--- src/hdl/bst_pkg.sv ---
// Shared types and constants for the byte stream tokenizer.
// Holds token kinds, mark bytes, the keyword table and the token group record.
// No dependencies.
package bst_pkg;

   localparam int VALUE_WIDTH = 63;
   localparam int KIND_WIDTH = 4;
   localparam int BYTE_WIDTH = 8;
   localparam int KEYWORD_LEN = 5;
   localparam int WLEN_WIDTH = 3;

   localparam logic [VALUE_WIDTH-1:0] VALUE_MAX = {VALUE_WIDTH{1'b1}};

   localparam logic [BYTE_WIDTH-1:0] MARK_BYTE0 = 8'hEF;
   localparam logic [BYTE_WIDTH-1:0] MARK_BYTE1 = 8'hBB;
   localparam logic [BYTE_WIDTH-1:0] MARK_BYTE2 = 8'hBF;
   localparam logic [BYTE_WIDTH-1:0] END_BYTE = 8'h00;

   typedef enum logic [KIND_WIDTH-1:0] {
      KIND_END = 4'd0,
      KIND_NUMBER = 4'd1,
      KIND_PRINT = 4'd2,
      KIND_INVALID = 4'd3,
      KIND_PLUS = 4'd4,
      KIND_MINUS = 4'd5,
      KIND_STAR = 4'd6,
      KIND_SLASH = 4'd7,
      KIND_LPAREN = 4'd8,
      KIND_RPAREN = 4'd9,
      KIND_SEMI = 4'd10
   } token_kind_type;

   // Up to three tokens produced by one text byte; only the first can be a number.
   typedef struct packed {
      token_kind_type kind0;
      token_kind_type kind1;
      token_kind_type kind2;
      logic [VALUE_WIDTH-1:0] value;
      logic [1:0] count;
   } token_group_type;

   function automatic logic [BYTE_WIDTH-1:0] keyword_char(input logic [WLEN_WIDTH-1:0] pos);
      logic [BYTE_WIDTH-1:0] c;
      case (pos)
         3'd0: c = "p";
         3'd1: c = "r";
         3'd2: c = "i";
         3'd3: c = "n";
         3'd4: c = "t";
         default: c = 8'h00;
      endcase
      return c;
   endfunction

endpackage

--- src/hdl/bst_scan.sv ---
// Input register and scanner state machine of the byte stream tokenizer.
// Turns each registered text byte into a group of zero to three tokens.
// Depends on bst_pkg.
module bst_scan (
   input  logic                          clock,
   input  logic                          reset,
   input  logic                          req_valid,
   output logic                          req_ready,
   input  logic [bst_pkg::BYTE_WIDTH-1:0] req_text_byte,
   input  logic                          emit_ready,
   output logic                          group_valid,
   output bst_pkg::token_group_type      group
);
   import bst_pkg::*;

   typedef enum logic [2:0] {
      MODE_MARK0 = 3'd0,
      MODE_MARK1 = 3'd1,
      MODE_MARK2 = 3'd2,
      MODE_IDLE  = 3'd3,
      MODE_NUM   = 3'd4,
      MODE_WORD  = 3'd5
   } mode_type;

   localparam int PROD_WIDTH = VALUE_WIDTH + 4;

   mode_type mode_ff, mode_in;
   logic [VALUE_WIDTH-1:0] acc_ff, acc_in;
   logic [WLEN_WIDTH-1:0] wlen_ff, wlen_in;
   logic wmatch_ff, wmatch_in;
   logic byte_valid_ff, byte_valid_in;
   logic [BYTE_WIDTH-1:0] byte_ff, byte_in;

   logic [PROD_WIDTH-1:0] prod;
   logic [VALUE_WIDTH-1:0] acc_step;
   logic [3:0] digit;
   logic is_digit, is_alpha, is_space;
   logic held, emit_new, fire;
   token_kind_type new_kind, punct_kind;
   token_group_type grp;

   assign is_digit = (byte_ff >= "0") && (byte_ff <= "9");
   assign is_alpha = ((byte_ff >= "A") && (byte_ff <= "Z")) || ((byte_ff >= "a") && (byte_ff <= "z"));
   assign is_space = (byte_ff == " ") || ((byte_ff >= 8'h09) && (byte_ff <= 8'h0D));
   assign digit = byte_ff[3:0] - 4'd0;

   // Saturating multiply by ten and add, done as two shifts and two adds.
   always_comb begin
      prod = ({4'b0, acc_ff} << 3) + ({4'b0, acc_ff} << 1) + {{(PROD_WIDTH-4){1'b0}}, digit};
      if (prod > {4'b0, VALUE_MAX}) begin
         acc_step = VALUE_MAX;
      end else begin
         acc_step = prod[VALUE_WIDTH-1:0];
      end
   end

   always_comb begin
      case (byte_ff)
         "+": punct_kind = KIND_PLUS;
         "-": punct_kind = KIND_MINUS;
         "*": punct_kind = KIND_STAR;
         "/": punct_kind = KIND_SLASH;
         "(": punct_kind = KIND_LPAREN;
         ")": punct_kind = KIND_RPAREN;
         ";": punct_kind = KIND_SEMI;
         default: punct_kind = KIND_INVALID;
      endcase
   end

   always_comb begin
      mode_in = mode_ff;
      acc_in = acc_ff;
      wlen_in = wlen_ff;
      wmatch_in = wmatch_ff;
      grp.kind0 = KIND_INVALID;
      grp.kind1 = KIND_INVALID;
      grp.kind2 = KIND_INVALID;
      grp.value = '0;
      grp.count = 2'd0;
      held = 1'b0;
      emit_new = 1'b0;
      new_kind = KIND_INVALID;

      unique case (mode_ff)
         MODE_MARK0: begin
            if (byte_ff == MARK_BYTE0) begin
               mode_in = MODE_MARK1;
               held = 1'b1;
            end
         end
         MODE_MARK1: begin
            if (byte_ff == MARK_BYTE1) begin
               mode_in = MODE_MARK2;
               held = 1'b1;
            end else begin
               grp.count = 2'd1;
            end
         end
         MODE_MARK2: begin
            if (byte_ff == MARK_BYTE2) begin
               mode_in = MODE_IDLE;
               held = 1'b1;
            end else begin
               grp.count = 2'd2;
            end
         end
         MODE_NUM: begin
            if (is_digit) begin
               acc_in = acc_step;
               held = 1'b1;
            end else begin
               grp.kind0 = KIND_NUMBER;
               grp.value = acc_ff;
               grp.count = 2'd1;
            end
         end
         MODE_WORD: begin
            if (is_alpha) begin
               wmatch_in = wmatch_ff && (wlen_ff < WLEN_WIDTH'(KEYWORD_LEN))
                           && (keyword_char(wlen_ff) == byte_ff);
               if (wlen_ff < WLEN_WIDTH'(KEYWORD_LEN + 1)) begin
                  wlen_in = wlen_ff + 1'b1;
               end
               held = 1'b1;
            end else begin
               grp.kind0 = (wmatch_ff && (wlen_ff == WLEN_WIDTH'(KEYWORD_LEN)))
                           ? KIND_PRINT : KIND_INVALID;
               grp.count = 2'd1;
            end
         end
         default: ;
      endcase

      if (!held) begin
         mode_in = MODE_IDLE;
         acc_in = '0;
         wlen_in = '0;
         wmatch_in = 1'b1;
         if (byte_ff == END_BYTE) begin
            new_kind = KIND_END;
            emit_new = 1'b1;
            mode_in = MODE_MARK0;
         end else if (is_space) begin
            mode_in = MODE_IDLE;
         end else if (is_digit) begin
            acc_in = {{(VALUE_WIDTH-4){1'b0}}, digit};
            mode_in = MODE_NUM;
         end else if (is_alpha) begin
            wmatch_in = (byte_ff == keyword_char('0));
            wlen_in = WLEN_WIDTH'(1);
            mode_in = MODE_WORD;
         end else begin
            new_kind = punct_kind;
            emit_new = 1'b1;
         end
         if (emit_new) begin
            case (grp.count)
               2'd0: grp.kind0 = new_kind;
               2'd1: grp.kind1 = new_kind;
               default: grp.kind2 = new_kind;
            endcase
            grp.count = grp.count + 2'd1;
         end
      end
   end

   assign fire = byte_valid_ff && ((grp.count == 2'd0) || emit_ready);
   assign req_ready = !byte_valid_ff || fire;
   assign group_valid = fire && (grp.count != 2'd0);
   assign group = grp;

   always_comb begin
      byte_valid_in = byte_valid_ff;
      byte_in = byte_ff;
      if (req_valid && req_ready) begin
         byte_valid_in = 1'b1;
         byte_in = req_text_byte;
      end else if (fire) begin
         byte_valid_in = 1'b0;
      end
   end

   always_ff @(posedge clock) begin
      if (reset) begin
         mode_ff <= MODE_MARK0;
         acc_ff <= '0;
         wlen_ff <= '0;
         wmatch_ff <= 1'b1;
         byte_valid_ff <= 1'b0;
      end else begin
         if (fire) begin
            mode_ff <= mode_in;
            acc_ff <= acc_in;
            wlen_ff <= wlen_in;
            wmatch_ff <= wmatch_in;
         end
         byte_valid_ff <= byte_valid_in;
      end
      byte_ff <= byte_in;
   end

endmodule

--- src/hdl/bst_emit.sv ---
// Result register of the byte stream tokenizer.
// Holds one token group and hands its tokens out one per accepted request.
// Depends on bst_pkg.
module bst_emit (
   input  logic                             clock,
   input  logic                             reset,
   input  logic                             group_valid,
   input  bst_pkg::token_group_type         group,
   output logic                             emit_ready,
   output logic                             rsp_valid,
   input  logic                             rsp_ready,
   output logic [bst_pkg::KIND_WIDTH-1:0]   rsp_token_kind,
   output logic [bst_pkg::VALUE_WIDTH-1:0]  rsp_number_value,
   output logic                             rsp_last_of_run
);
   import bst_pkg::*;

   token_group_type grp_ff, grp_in;
   logic [1:0] left_ff, left_in;
   logic [1:0] pos_ff, pos_in;
   token_kind_type kind;
   logic pop;

   assign rsp_valid = (left_ff != 2'd0);
   assign pop = rsp_valid && rsp_ready;
   assign emit_ready = (left_ff == 2'd0) || ((left_ff == 2'd1) && rsp_ready);

   always_comb begin
      case (pos_ff)
         2'd0: kind = grp_ff.kind0;
         2'd1: kind = grp_ff.kind1;
         default: kind = grp_ff.kind2;
      endcase
   end

   assign rsp_token_kind = kind;
   assign rsp_number_value = (kind == KIND_NUMBER) ? grp_ff.value : '0;
   assign rsp_last_of_run = (left_ff == 2'd1);

   always_comb begin
      grp_in = grp_ff;
      left_in = left_ff;
      pos_in = pos_ff;
      if (group_valid) begin
         grp_in = group;
         left_in = group.count;
         pos_in = 2'd0;
      end else if (pop) begin
         left_in = left_ff - 2'd1;
         pos_in = pos_ff + 2'd1;
      end
   end

   always_ff @(posedge clock) begin
      if (reset) begin
         left_ff <= 2'd0;
         pos_ff <= 2'd0;
      end else begin
         left_ff <= left_in;
         pos_ff <= pos_in;
      end
      grp_ff <= grp_in;
   end

endmodule

--- src/hdl/byte_stream_tokenizer.sv ---
// Byte stream tokenizer: one text byte per request in, one token per request out.
// A token appears once the byte that causes it has passed the input register and the result
// register. One byte per cycle is taken while each byte yields at most one token and each
// token is taken when offered; a byte that yields more keeps the result register until its last
// token is taken, and a following byte with tokens waits; bytes that yield none never wait.
// Synchronous active-high reset empties both registers and rearms the mark check.
module byte_stream_tokenizer (
   input  logic                             clock,
   input  logic                             reset,
   input  logic                             req_valid,
   output logic                             req_ready,
   input  logic [bst_pkg::BYTE_WIDTH-1:0]   req_text_byte,
   output logic                             rsp_valid,
   input  logic                             rsp_ready,
   output logic [bst_pkg::KIND_WIDTH-1:0]   rsp_token_kind,
   output logic [bst_pkg::VALUE_WIDTH-1:0]  rsp_number_value,
   output logic                             rsp_last_of_run
);
   import bst_pkg::*;

   token_group_type group;
   logic group_valid;
   logic emit_ready;

   bst_scan u_scan (
      .clock         (clock),
      .reset         (reset),
      .req_valid     (req_valid),
      .req_ready     (req_ready),
      .req_text_byte (req_text_byte),
      .emit_ready    (emit_ready),
      .group_valid   (group_valid),
      .group         (group)
   );

   bst_emit u_emit (
      .clock            (clock),
      .reset            (reset),
      .group_valid      (group_valid),
      .group            (group),
      .emit_ready       (emit_ready),
      .rsp_valid        (rsp_valid),
      .rsp_ready        (rsp_ready),
      .rsp_token_kind   (rsp_token_kind),
      .rsp_number_value (rsp_number_value),
      .rsp_last_of_run  (rsp_last_of_run)
   );

endmodule

--- config.mk ---
export PLATFORM = sky130hd
export DESIGN_NAME = byte_stream_tokenizer
export DESIGN_NICKNAME = d
export VERILOG_FILES = /design/src/hdl/bst_pkg.sv /design/src/hdl/bst_scan.sv /design/src/hdl/bst_emit.sv /design/src/hdl/byte_stream_tokenizer.sv
export SDC_FILE = /design/constraint.sdc
export NUM_CORES = 1
export LEC_CHECK = 0
export ABC_AREA = 0
export BUFFER_PORTS_ARGS = -buffer_cell sky130_fd_sc_hd__clkbuf_2
export CAP_MARGIN = 25
export CORE_ASPECT_RATIO = 1.5
export CORE_MARGIN = 3
export CORE_UTILIZATION = 35
export DETAILED_ROUTE_END_ITERATION = 12
export GPL_ROUTABILITY_DRIVEN = 0
export PLACE_DENSITY = 0.57
export SETUP_SLACK_MARGIN = 0.2
export SLEW_MARGIN = 40
export SYNTH_ARGS = -nofsm -noshare
export SYNTH_HDL_FRONTEND = slang
export SYNTH_SLANG_ARGS = --single-unit
--- constraint.sdc ---
create_clock -name clock -period 7.8 [get_ports clock]
set_input_delay 0 -clock clock [delete_from_list [all_inputs] [get_ports clock]]
set_output_delay 0 -clock clock [all_outputs]
set_load 0.02 [all_outputs]
==> results of run 1 <==
## power by group
part | internal, mW | switching (mW)
sequential | 0.964 | 0.0388
combinational | 0.154 | 0.340
clock | 0.417 | 0.390
## state kept, by name, indices dropped and copies added (netlist names)
| signal | cells |
|---|---|
| u_emit.grp_ff | 75 |
| u_scan.wlen_ff | 3 |
| u_scan.byte_ff | 8 |
| u_scan.mode_ff | 3 |
| u_scan.wmatch_ff | 1 |
| u_scan.acc_ff | 63 |
| u_emit.pos_ff | 2 |
| u_emit.left_ff | 2 |
| u_scan.byte_valid_ff | 1 |
## cell type report
cell class                 count  share of cell area
multi-input combinational   1077               0.571
inverter                      38              0.0105
clock buffer                  17              0.0312
clock inverter                15             0.00928
timing repair buffer          98              0.0420
tap                          467              0.0429
sequential                   158               0.293
## cells in the final DEF (no fill, tap or decap), drive strengths merged, types with 5 or more instances in the layout
| master | n |
|---|---|
| inv | 46 |
| o21a | 11 |
| nand3 | 19 |
| buf | 8 |
| nand3b | 6 |
| o21bai | 10 |
| clkbuf | 98 |
| nand4 | 22 |
| a221o | 19 |
| nor2 | 64 |
| o211ai | 9 |
| edfxtp | 83 |
| a211oi | 48 |
| mux2i | 6 |
| a31oi | 11 |
| dfxtp | 75 |
| ha | 136 |
| and3 | 72 |
| nor2b | 7 |
| nand2 | 100 |
| nor4 | 5 |
| nor3 | 26 |
| a21o | 30 |
| a21boi | 7 |
| a21oi | 179 |
| nand2b | 6 |
| a22oi | 6 |
| and2 | 74 |
| o31ai | 6 |
| o21ai | 56 |
| xnor2 | 41 |
| dlygate4sd3 | 9 |
| or2 | 6 |
| a221oi | 8 |
| xor2 | 21 |
## path summary, 6_finish.rpt
kind,cells past startpoint,endpoint,from
hold / removal,4,u_emit.pos_ff[0],rsp_ready
setup / recovery,15,u_scan.acc_ff[2],u_scan.byte_ff[3]
hold reg to reg,2,u_emit.left_ff[0],u_emit.left_ff[0]
setup reg to reg,15,u_scan.acc_ff[2],u_scan.byte_ff[3]
## stage by stage
| stage | area [um^2] | hold slack (ns) |
|---|---|---|
| finish | 13600 | 0.0411 |
| global route | 13600 | 0.0650 |
| CTS | 13600 | 0.0192 |
| detailed placement | 13000 | 0.179 |
| global placement | 12900 | 0.177 |
| floorplan | 12300 | 0.0989 |
## logic make-up (layout without fill, tap and decap cells)
logic type / count (synthesis) / in the layout / synth area share
adder cells (fa/ha/maj): 139 / 139 / 0.143
multiplexers: 6 / 6 / 0.00592
flip-flops: 158 / 158 / 0.326
XOR/XNOR: 62 / 62 / 0.0443
AND/OR/NAND/NOR: 432 / 432 / 0.190
buffers and inverters: 119 / 168 / 0.0426
AO/OA/AOI/OAI: 438 / 438 / 0.248
## tightest hold or removal path, cell delays in order
cell and delay, ns:
clkbuf_2 0.10, nor2b_1 0.17, xnor2_1 0.14, nor3_1 0.04
## metal layers
layer / vias up / track usage / part of all wire
met5: - / 0 / 0.00036
met4: 2 / 0.0738 / 0.029
met3: 59 / 0.0308 / 0.036
met2: 233 / 0.320 / 0.52
met1: 4975 / 0.202 / 0.42
li1: 5151 / - / -
==> metrics.cfg, run 1 <==
[worst_setup_path]
crit_type=flip-flop to flip-flop
path_max_fanout=38
cpMaxStageDelayCell=fa_1
slowest_delay_ns=0.62
crit_path_end_kind=flip-flop
crit_chain=inv_1, fa_1, inv_1, ha_1, and3_1, o32a_4, a32oi_1, o22ai_1, nor2_1, a21oi_2, a221oi_1, mux2i_1, and3_2, buf_4, a31oi_1
crit_required_ns=8.09
cpLargestDelayFamily=compound AO/OA/AOI/OAI gates
worst-path-buf-inv=3
path_common_cell=inv_1
cp-start-kind=flip-flop
r2r_setup_slack_ns=2.91
arrival_ns=5.19

[die]
initial_core_util=0.357
die_w_um=159
rows=83
dieHeight_um=235
dieArea_um2=37300
coreArea_um2=34400
ios=82

[routing]
drtAntennaViolNets=0
totalWireLength_um=33200
first_iter_violations=603
via_per_inst=5.57
wl_per_cell_um=17.7
drt_pass1_iterations=5
drc=0
dr_total_vias=10400

[cts]
h-tree-depth=4
cts_tree=done
insertion_delay_ns=0.46
cts_resized=0
root_buffer=clkbuf_16
cts_buffer_depth=2
cts_hold_buf=9
cts_buffers=17
clkTransAtPathRegs_ns=0.07
post_cts_buffers=0
cts_num_sinks=158

[yosys]
synth_fp_nets=1504
yosysTopAreaCellShare=0.203
yosys_warnings=0
synthTopCellsByCount=178 x a21oi_1, 136 x ha_1, 100 x nand2_1, 83 x edfxtp_1, 75 x dfxtp_1
syn_inst=1354
synth_area_leader_cell=edfxtp_1
synth_seq_cells=158
yosys-top-cells-area=edfxtp_1 20%, ha_1 14%, dfxtp_1 12%
yosysUniqueCellTypes=89
ys_seq_area_frac=0.326
synth.avg_cell_area_um2=9.05
synth_edf_count=83
synthArstFlopShare=0
ys.flop_type=edfxtp_1
yosys.cell_count.top_type=a21oi_1
syn-cell-area_um2=12300

[finish]
drive_gt1_frac=0.135
num-nets-final=1540
diodes=0
multiInputGateArea_um2=7770
final_util=0.396
seq_area_um2=3990
fillers=3408
syn_to_final_growth_pct=11.1
final_cell_count_no_fill=1870

[timing]
hold_violations=0
rsz0062_at_grt=no
max-slew-margin-rel=0.507
tns_ns=0
fin_crit_ns=4.89
setup_violations=0
fmax_mhz=204
fin_skew_ns=0.0178
worstMarginPinSlew_ns=0.738
timing.final.crit_share=0.627
slew_viol_final=0
layout_setup_ws_ns=2.91

[global_routing]
grt_max_degree=72
antenna_found_initial=2
grt.total_usage=0.176
grt.overflow.total=0
grt_pass1_vias=10400
grt_pass1_wl_um=54200

[place]
pre_cts_slack_ns=2.89
io_buffers=81
placed_cells=1829
dp_hpwl_um=24900

[outcome]
status=finished, final reports clean

[power]
report.power.total_mw=2.30
vdd_drop_max_v=0.000165
powerDensity_nw_per_um2=169
p_leak_nw=5.93

[flow_run]
drv_cap=0

[worst_hold_path]
hold_path.class=primary input to flip-flop

No activity file was read; power rests on OpenSTA's default activity.
==> inputs of run 2 (changes only) <==
--- a/config.mk
+++ b/config.mk
@@ -5,7 +5,7 @@
 export SDC_FILE = /design/constraint.sdc
 export NUM_CORES = 1
 export LEC_CHECK = 0
-export ABC_AREA = 0
+export ABC_AREA = 1
 export BUFFER_PORTS_ARGS = -buffer_cell sky130_fd_sc_hd__clkbuf_2
 export CAP_MARGIN = 25
 export CORE_ASPECT_RATIO = 1.5
==> constraint.sdc (replaced) <==
create_clock -name clock -period 4.67 [get_ports clock]
set_input_delay 0 -clock clock [delete_from_list [all_inputs] [get_ports clock]]
set_output_delay 0 -clock clock [all_outputs]
set_load 0.02 [all_outputs]
==> metrics.cfg, run 2 <==
[outcome]
status=finished, final reports clean

[worst_setup_path]
path_max_fanout=33  ; -13%
crit_chain=inv_1, fa_1, inv_1, ha_1, nand3_1, nand3_1, nand2_1, nand2_1, nand2_1, nand2_1, nand2_1, nand2_1, nand2_1, nand2_1, nand2_1, nand2_1, nor2_4, a21oi_4, buf_4, nor2_1, nor2_1
worst-path-buf-inv=3  ; unchanged
arrival_ns=4.24  ; -0.95 ns
crit_type=flip-flop to flip-flop
cp-start-kind=flip-flop
crit_path_end_kind=flip-flop
path_common_cell=nand2_1
crit_required_ns=5.04  ; -3.05 ns
slowest_delay_ns=0.61  ; about the same
cpMaxStageDelayCell=fa_1
cpLargestDelayFamily=simple AND/OR/NAND/NOR gates

[die]
initial_core_util=0.357  ; +0.000447
dieArea_um2=41100  ; +10%
dieHeight_um=247  ; +4.9%
die_w_um=167  ; +4.9%
coreArea_um2=37900  ; +10%
rows=87  ; +4.8%
ios=82  ; unchanged

[yosys]
synthTopCellsByCount=544 x nand2_1, 362 x nor2_1, 338 x inv_1, 136 x ha_1, 101 x a21oi_1
synth_fp_nets=2207  ; +47%
synth_seq_cells=158  ; unchanged
synthArstFlopShare=0  ; unchanged
synth_area_leader_cell=edfxtp_1
yosys.cell_count.top_type=nand2_1
ys.flop_type=edfxtp_1
syn-cell-area_um2=13500  ; +10%
yosys-top-cells-area=edfxtp_1 18%, nand2_1 15%, ha_1 13%
yosysUniqueCellTypes=50  ; -44%
yosysTopAreaCellShare=0.184  ; -0.0191
yosys_warnings=0  ; unchanged
synth.avg_cell_area_um2=6.57  ; -27%
syn_inst=2057  ; +52%
synth_edf_count=83  ; unchanged
ys_seq_area_frac=0.295  ; -0.0305

[power]
powerDensity_nw_per_um2=284  ; +68%
p_leak_nw=7.20  ; +21%
vdd_drop_max_v=0.000497  ; +200%

[cts]
insertion_delay_ns=0.45  ; about the same
cts_buffers=17  ; unchanged
clkTransAtPathRegs_ns=0.07  ; about the same
h-tree-depth=4  ; unchanged
cts_buffer_depth=2  ; unchanged
root_buffer=clkbuf_16
cts_num_sinks=158  ; unchanged
cts_tree=done
post_cts_buffers=0  ; unchanged

[timing]
layout_setup_ws_ns=0.809  ; -2.10 ns
max-slew-margin-rel=0.411  ; -0.0961
fmax_mhz=259  ; +27%
hold_violations=0  ; unchanged
timing.final.crit_share=0.827  ; +0.199
tns_ns=0  ; unchanged
slew_viol_final=0  ; unchanged
setup_violations=0  ; unchanged
fin_skew_ns=0.0111  ; -0.00675 ns
worstMarginPinSlew_ns=0.883  ; +0.145 ns
rsz0062_at_grt=no
fin_crit_ns=3.86  ; -1.03 ns

[finish]
top_regs=u_emit.grp_ff (75), u_scan.acc_ff (63), u_scan.byte_ff (8)
syn_to_final_growth_pct=11.5
drive_gt1_frac=0.0981  ; -0.0373
largest_reg_flops=75  ; unchanged
diodes=0  ; unchanged
final_common_cell=nand2_1
final_cell_mix=543 x nand2_1, 362 x nor2_1, 337 x inv_1
num-nets-final=2287  ; +49%
top_register=u_emit.grp_ff
final_cell_count_no_fill=2639  ; +41%
fillers=4184  ; +23%
fin_area_um2=15100  ; +11%

[worst_hold_path]
hold_path.class=primary input to flip-flop

[routing]
dr_total_vias=12800  ; +22%
via_per_inst=4.83  ; -13%
drc=0  ; unchanged
first_iter_violations=651  ; +8.0%
totalWireLength_um=39300  ; +18%
drt_pass1_iterations=5  ; unchanged
drtAntennaViolNets=0  ; unchanged
wl_per_cell_um=14.9  ; -16%

[global_routing]
antenna_found_initial=0  ; -2
grt.total_usage=0.192  ; +0.0159
grt_pass1_wl_um=63600  ; +17%
grt_pass1_vias=12800  ; +23%
grt.overflow.total=0  ; unchanged
grt_max_degree=66  ; -8.3%

[flow_run]
drv_cap=0  ; unchanged

[place]
io_buffers=81  ; unchanged
place_area_um2=14400  ; +11%
pre_cts_slack_ns=0.551  ; -2.33 ns
placed_cells=2595  ; +42%
dp_hpwl_um=31200  ; +25%

==> run 2: cell types whose count changed after synthesis, moves of 72 or more <==
cell / before / now
nor2_1: 64 / 362
and3_1: 72 / 0
inv_1: 38 / 338
and2_1: 74 / 0
nand2_1: 100 / 544
a21oi_1: 178 / 101
==> run 2: worst min-delay path: stages <==
cell	delay [ns]
clkbuf_2	0.09
buf_6	0.25
nor2_1	0.16
==> run 2: cells by family after synthesis <==
group                      share of synthesized area
DFF                                            0.295
AOI/OAI and AO/OA                             0.0979
adders and majority gates                      0.129
and+or+nand+nor                                0.333
buffers and inverters                          0.116
xor gates and xnor gates                      0.0291
==> run 2: report_power, final <==
part	total (mW)	internal [mW]	switching [mW]
clock network	1.39	0.786	0.606
logic	1.17	0.326	0.843
registers	1.72	1.65	0.0692
==> run 2: path summary, 6_finish.rpt <==
check	from	to	slack, ns	cells after the start
min	reset	u_scan.acc_ff[58]	0.12	3
max reg2reg	u_scan.byte_ff[3]	u_scan.acc_ff[7]	0.81	21
min reg2reg	u_scan.acc_ff[2]	u_scan.acc_ff[2]	0.49	2
max	u_scan.byte_ff[3]	u_scan.acc_ff[7]	0.81	21
==> run 2: area by class of cell <==
cell class	count	area, um^2	area share
repair buffers	105	617	0.0409
clock inverters	14	143	0.00946
clock buffers	18	429	0.0285
well taps	489	612	0.0406
flip-flops and latches	158	3990	0.265
inverters	348	1310	0.0867
multi-input cells	1507	7980	0.529
==> run 2: repair_timing <==
action,CTS,global route
gates resized for setup,0,0
setup endpoints to repair,0,8
hold endpoints to repair,10,0
hold buffers,11,0
==> run 2: layer usage <==
metal,part of all wire,global-route usage,vias to the layer above
met5,0,0,-
met4,0.065,0.121,0
met3,0.035,0.0270,105
met2,0.51,0.363,300
met1,0.39,0.198,5751
li1,-,-,6597
==> run 2: through the flow <==
step / power [mW] / hold WS (ns) / utilization
6_report: 4.28 / 0.124 / 0.398
3_3_place_gp: 2.91 / 0.183 / 0.380
5_1_grt: 4.54 / 0.141 / 0.398
3_5_place_dp: 2.93 / 0.180 / 0.380
2_1_floorplan: 2.58 / 0.0989 / -
4_1_cts: 4.35 / 0.211 / 0.398
==> inputs of run 3 (changes only) <==
==> constraint.sdc (replaced) <==
create_clock -name clock -period 3.9 [get_ports clock]
set_input_delay 0 -clock clock [delete_from_list [all_inputs] [get_ports clock]]
set_output_delay 0 -clock clock [all_outputs]
set_load 0.02 [all_outputs]
==> metrics.cfg, run 3 (synthesized netlist as in run 2, its figures left out) <==
[die]
initial_core_util=0.357  ; unchanged
coreArea_um2=37900  ; unchanged
die_w_um=167  ; unchanged
dieArea_um2=41100  ; unchanged
ios=82  ; unchanged
dieHeight_um=247  ; unchanged
rows=87  ; unchanged

[routing]
via_per_inst=4.77  ; -1.3%
first_iter_violations=674  ; +3.5%
drtAntennaViolNets=0  ; unchanged
drt_pass1_iterations=5  ; unchanged
dr_total_vias=12600  ; -1.1%
drc=0  ; unchanged
totalWireLength_um=38100  ; -3.0%
wl_per_cell_um=14.4  ; -3.2%

[timing]
fin_skew_ns=0.0111  ; +0.0000465 ns
worstMarginPinSlew_ns=0.751  ; -0.133 ns
fin_crit_ns=3.43  ; -0.435 ns
setup_violations=0  ; unchanged
fmax_mhz=292  ; +13%
rsz0062_at_grt=yes
slew_viol_final=0  ; unchanged
timing.final.crit_share=0.879  ; +0.0517
tns_ns=0  ; unchanged
max-slew-margin-rel=0.500  ; +0.0884
hold_violations=0  ; unchanged

[power]
report.power.total_mw=5.20  ; +22%
power.share.switching=0.349  ; -0.00555
pwr-share-clk=0.334  ; +0.009
vdd_drop_max_v=0.000454  ; -8.7%
power.switching_mw=1.82  ; +20%
combPwrFrac=0.270  ; -0.004
p_leak_nw=7.25  ; +0.73%
powerDensity_nw_per_um2=343  ; +21%
power_frac_seq=0.396  ; -0.005
internal_power_mw=3.38  ; +23%

[global_routing]
grt_pass1_vias=12900  ; +0.74%
antenna_found_initial=0  ; unchanged
grt_pass1_wl_um=62900  ; -1.2%
grt.overflow.total=0  ; unchanged
grt_max_degree=77  ; +17%
grt.total_usage=0.188  ; -0.00419

[flow_run]
drv_cap=0  ; unchanged

[worst_setup_path]
r2r-start=u_scan.byte_ff[3]
arrival_ns=3.75  ; -0.49 ns
cp-start-kind=flip-flop
crit_required_ns=4.22  ; -0.82 ns
regToRegEndpoint=u_scan.acc_ff[53]
r2r_setup_slack_ns=0.47  ; -0.34 ns
crit_type=flip-flop to flip-flop
rr_worst_depth=21  ; unchanged
path_max_fanout=44  ; +33%
crit_path_end_kind=flip-flop

[cts]
h-tree-depth=4  ; unchanged
insertion_delay_ns=0.45  ; about the same
clkTransAtPathRegs_ns=0.07  ; about the same
cts_tree=done
root_buffer=clkbuf_16
cts_num_sinks=158  ; unchanged
cts_buffer_depth=2  ; unchanged
cts_buffers=17  ; unchanged

[worst_hold_path]
hold_path.class=primary input to flip-flop
min_to=u_scan.byte_ff[4]
worstHoldStart=req_text_byte[4]
min_path_cells=2  ; -1

[finish]
top_regs=u_emit.grp_ff (75), u_scan.acc_ff (63), u_scan.byte_ff (8)
final_util=0.401  ; +0.00281
seq_area_um2=3990  ; unchanged
multiInputGateArea_um2=7970  ; about the same
top_register=u_emit.grp_ff
final_common_cell=nand2_1
largest_reg_flops=75  ; unchanged
diodes=0  ; unchanged
final_cell_mix=543 x nand2_1, 362 x nor2_1, 337 x inv_1
fillers=4086  ; -2.3%
num-nets-final=2292  ; +0.22%
syn_to_final_growth_pct=12.3
drive_gt1_frac=0.101  ; +0.00256

[place]
io_buffers=81  ; unchanged
dp_hpwl_um=30500  ; -2.1%

[outcome]
status=finished, final reports clean

run 3: cell types whose count changed in the layout (fill, tap and decap cells not counted), sizes merged:
cell         before  now
buf              13   18
clkbuf           99  100
clkinv            9    7
a21oi           104  103
dlygate4sd3      11   12
bufinv            2    3
run 3: worst max-delay path, cell delays in order, from the launching register on:
cell and delay [ns]:
edfxtp_1 0.35, inv_1 0.10, fa_1 0.61, inv_1 0.06, ha_1 0.29, nand3_1 0.09, nand3_1 0.12, nand2_1 0.09
nand2_1 0.10, nand2_1 0.08, nand2_1 0.13, nand2_1 0.09, nand2_1 0.15, nand2_1 0.15, nand2_1 0.07, nand2_1 0.06
nand2_1 0.09, nor2_4 0.17, a21oi_4 0.08, buf_12 0.20, nor2_1 0.15, nor2_2 0.04
run 3: metrics by stage:
| step | instance area (um^2) | hold slack [ns] | worst slack [ns] | cells |
|---|---|---|---|---|
| floorplan | 13500 | 0.0989 | 0.495 | 2057 |
| global placement | 14400 | 0.182 | 0.540 | 2595 |
| detailed placement | 14400 | 0.181 | 0.469 | 2595 |
| CTS | 15100 | 0.232 | 0.437 | 2639 |
| global route | 15200 | 0.274 | 0.189 | 2644 |
| finish | 15200 | 0.271 | 0.474 | 2644 |
run 3: final cells by class:
| cell class | instances | share of cell area |
|---|---|---|
| multi-input combinational | 1506 | 0.525 |
| clock buffer | 19 | 0.0285 |
| sequential | 158 | 0.263 |
| tap | 489 | 0.0403 |
| clock inverter | 13 | 0.0108 |
| timing repair buffer | 111 | 0.0462 |
| inverter | 348 | 0.0863 |
run 3: metal layers:
metal | share of wire | up-vias | global-route usage | wire, um
li1 | - | 6601 | - | -
met1 | 0.40 | 5668 | 0.194 | 15100
met2 | 0.52 | 242 | 0.362 | 19800
met3 | 0.030 | 105 | 0.0267 | 1130
met4 | 0.055 | 0 | 0.102 | 2100
met5 | 0 | - | 0 | 0
run 3: how the worst max path moves through the flow:
stage | start | end | slack [ns]
after global routing | u_scan.byte_ff[3] | u_scan.acc_ff[21] | 0.19
final | u_scan.byte_ff[3] | u_scan.acc_ff[53] | 0.47
after CTS | u_scan.byte_ff[3] | u_scan.acc_ff[56] | 0.44
after detailed placement | u_scan.byte_ff[3] | u_scan.acc_ff[56] | 0.47
after global placement | u_scan.byte_ff[3] | u_scan.acc_ff[53] | 0.54
after floorplan | u_scan.byte_ff[1] | u_emit.left_ff[1] | 0.50
run 3: what timing repair did:
item,4_1_cts,5_1_grt
endpoints found under the hold margin,14,0
resized for setup,0,0
endpoints found under the setup margin,0,53
hold buffers,12,0
setup buffers,0,5
run 3: power by group through the flow:
stage                     clock network [mW]  logic (mW)  registers, mW
after floorplan                            0        1.03           2.07
after global placement                     0        1.39           2.09
after detailed placement                   0        1.42           2.10
after CTS                               1.81        1.43           2.06
after global routing                    1.86        1.59           2.08
final                                   1.74        1.40           2.06
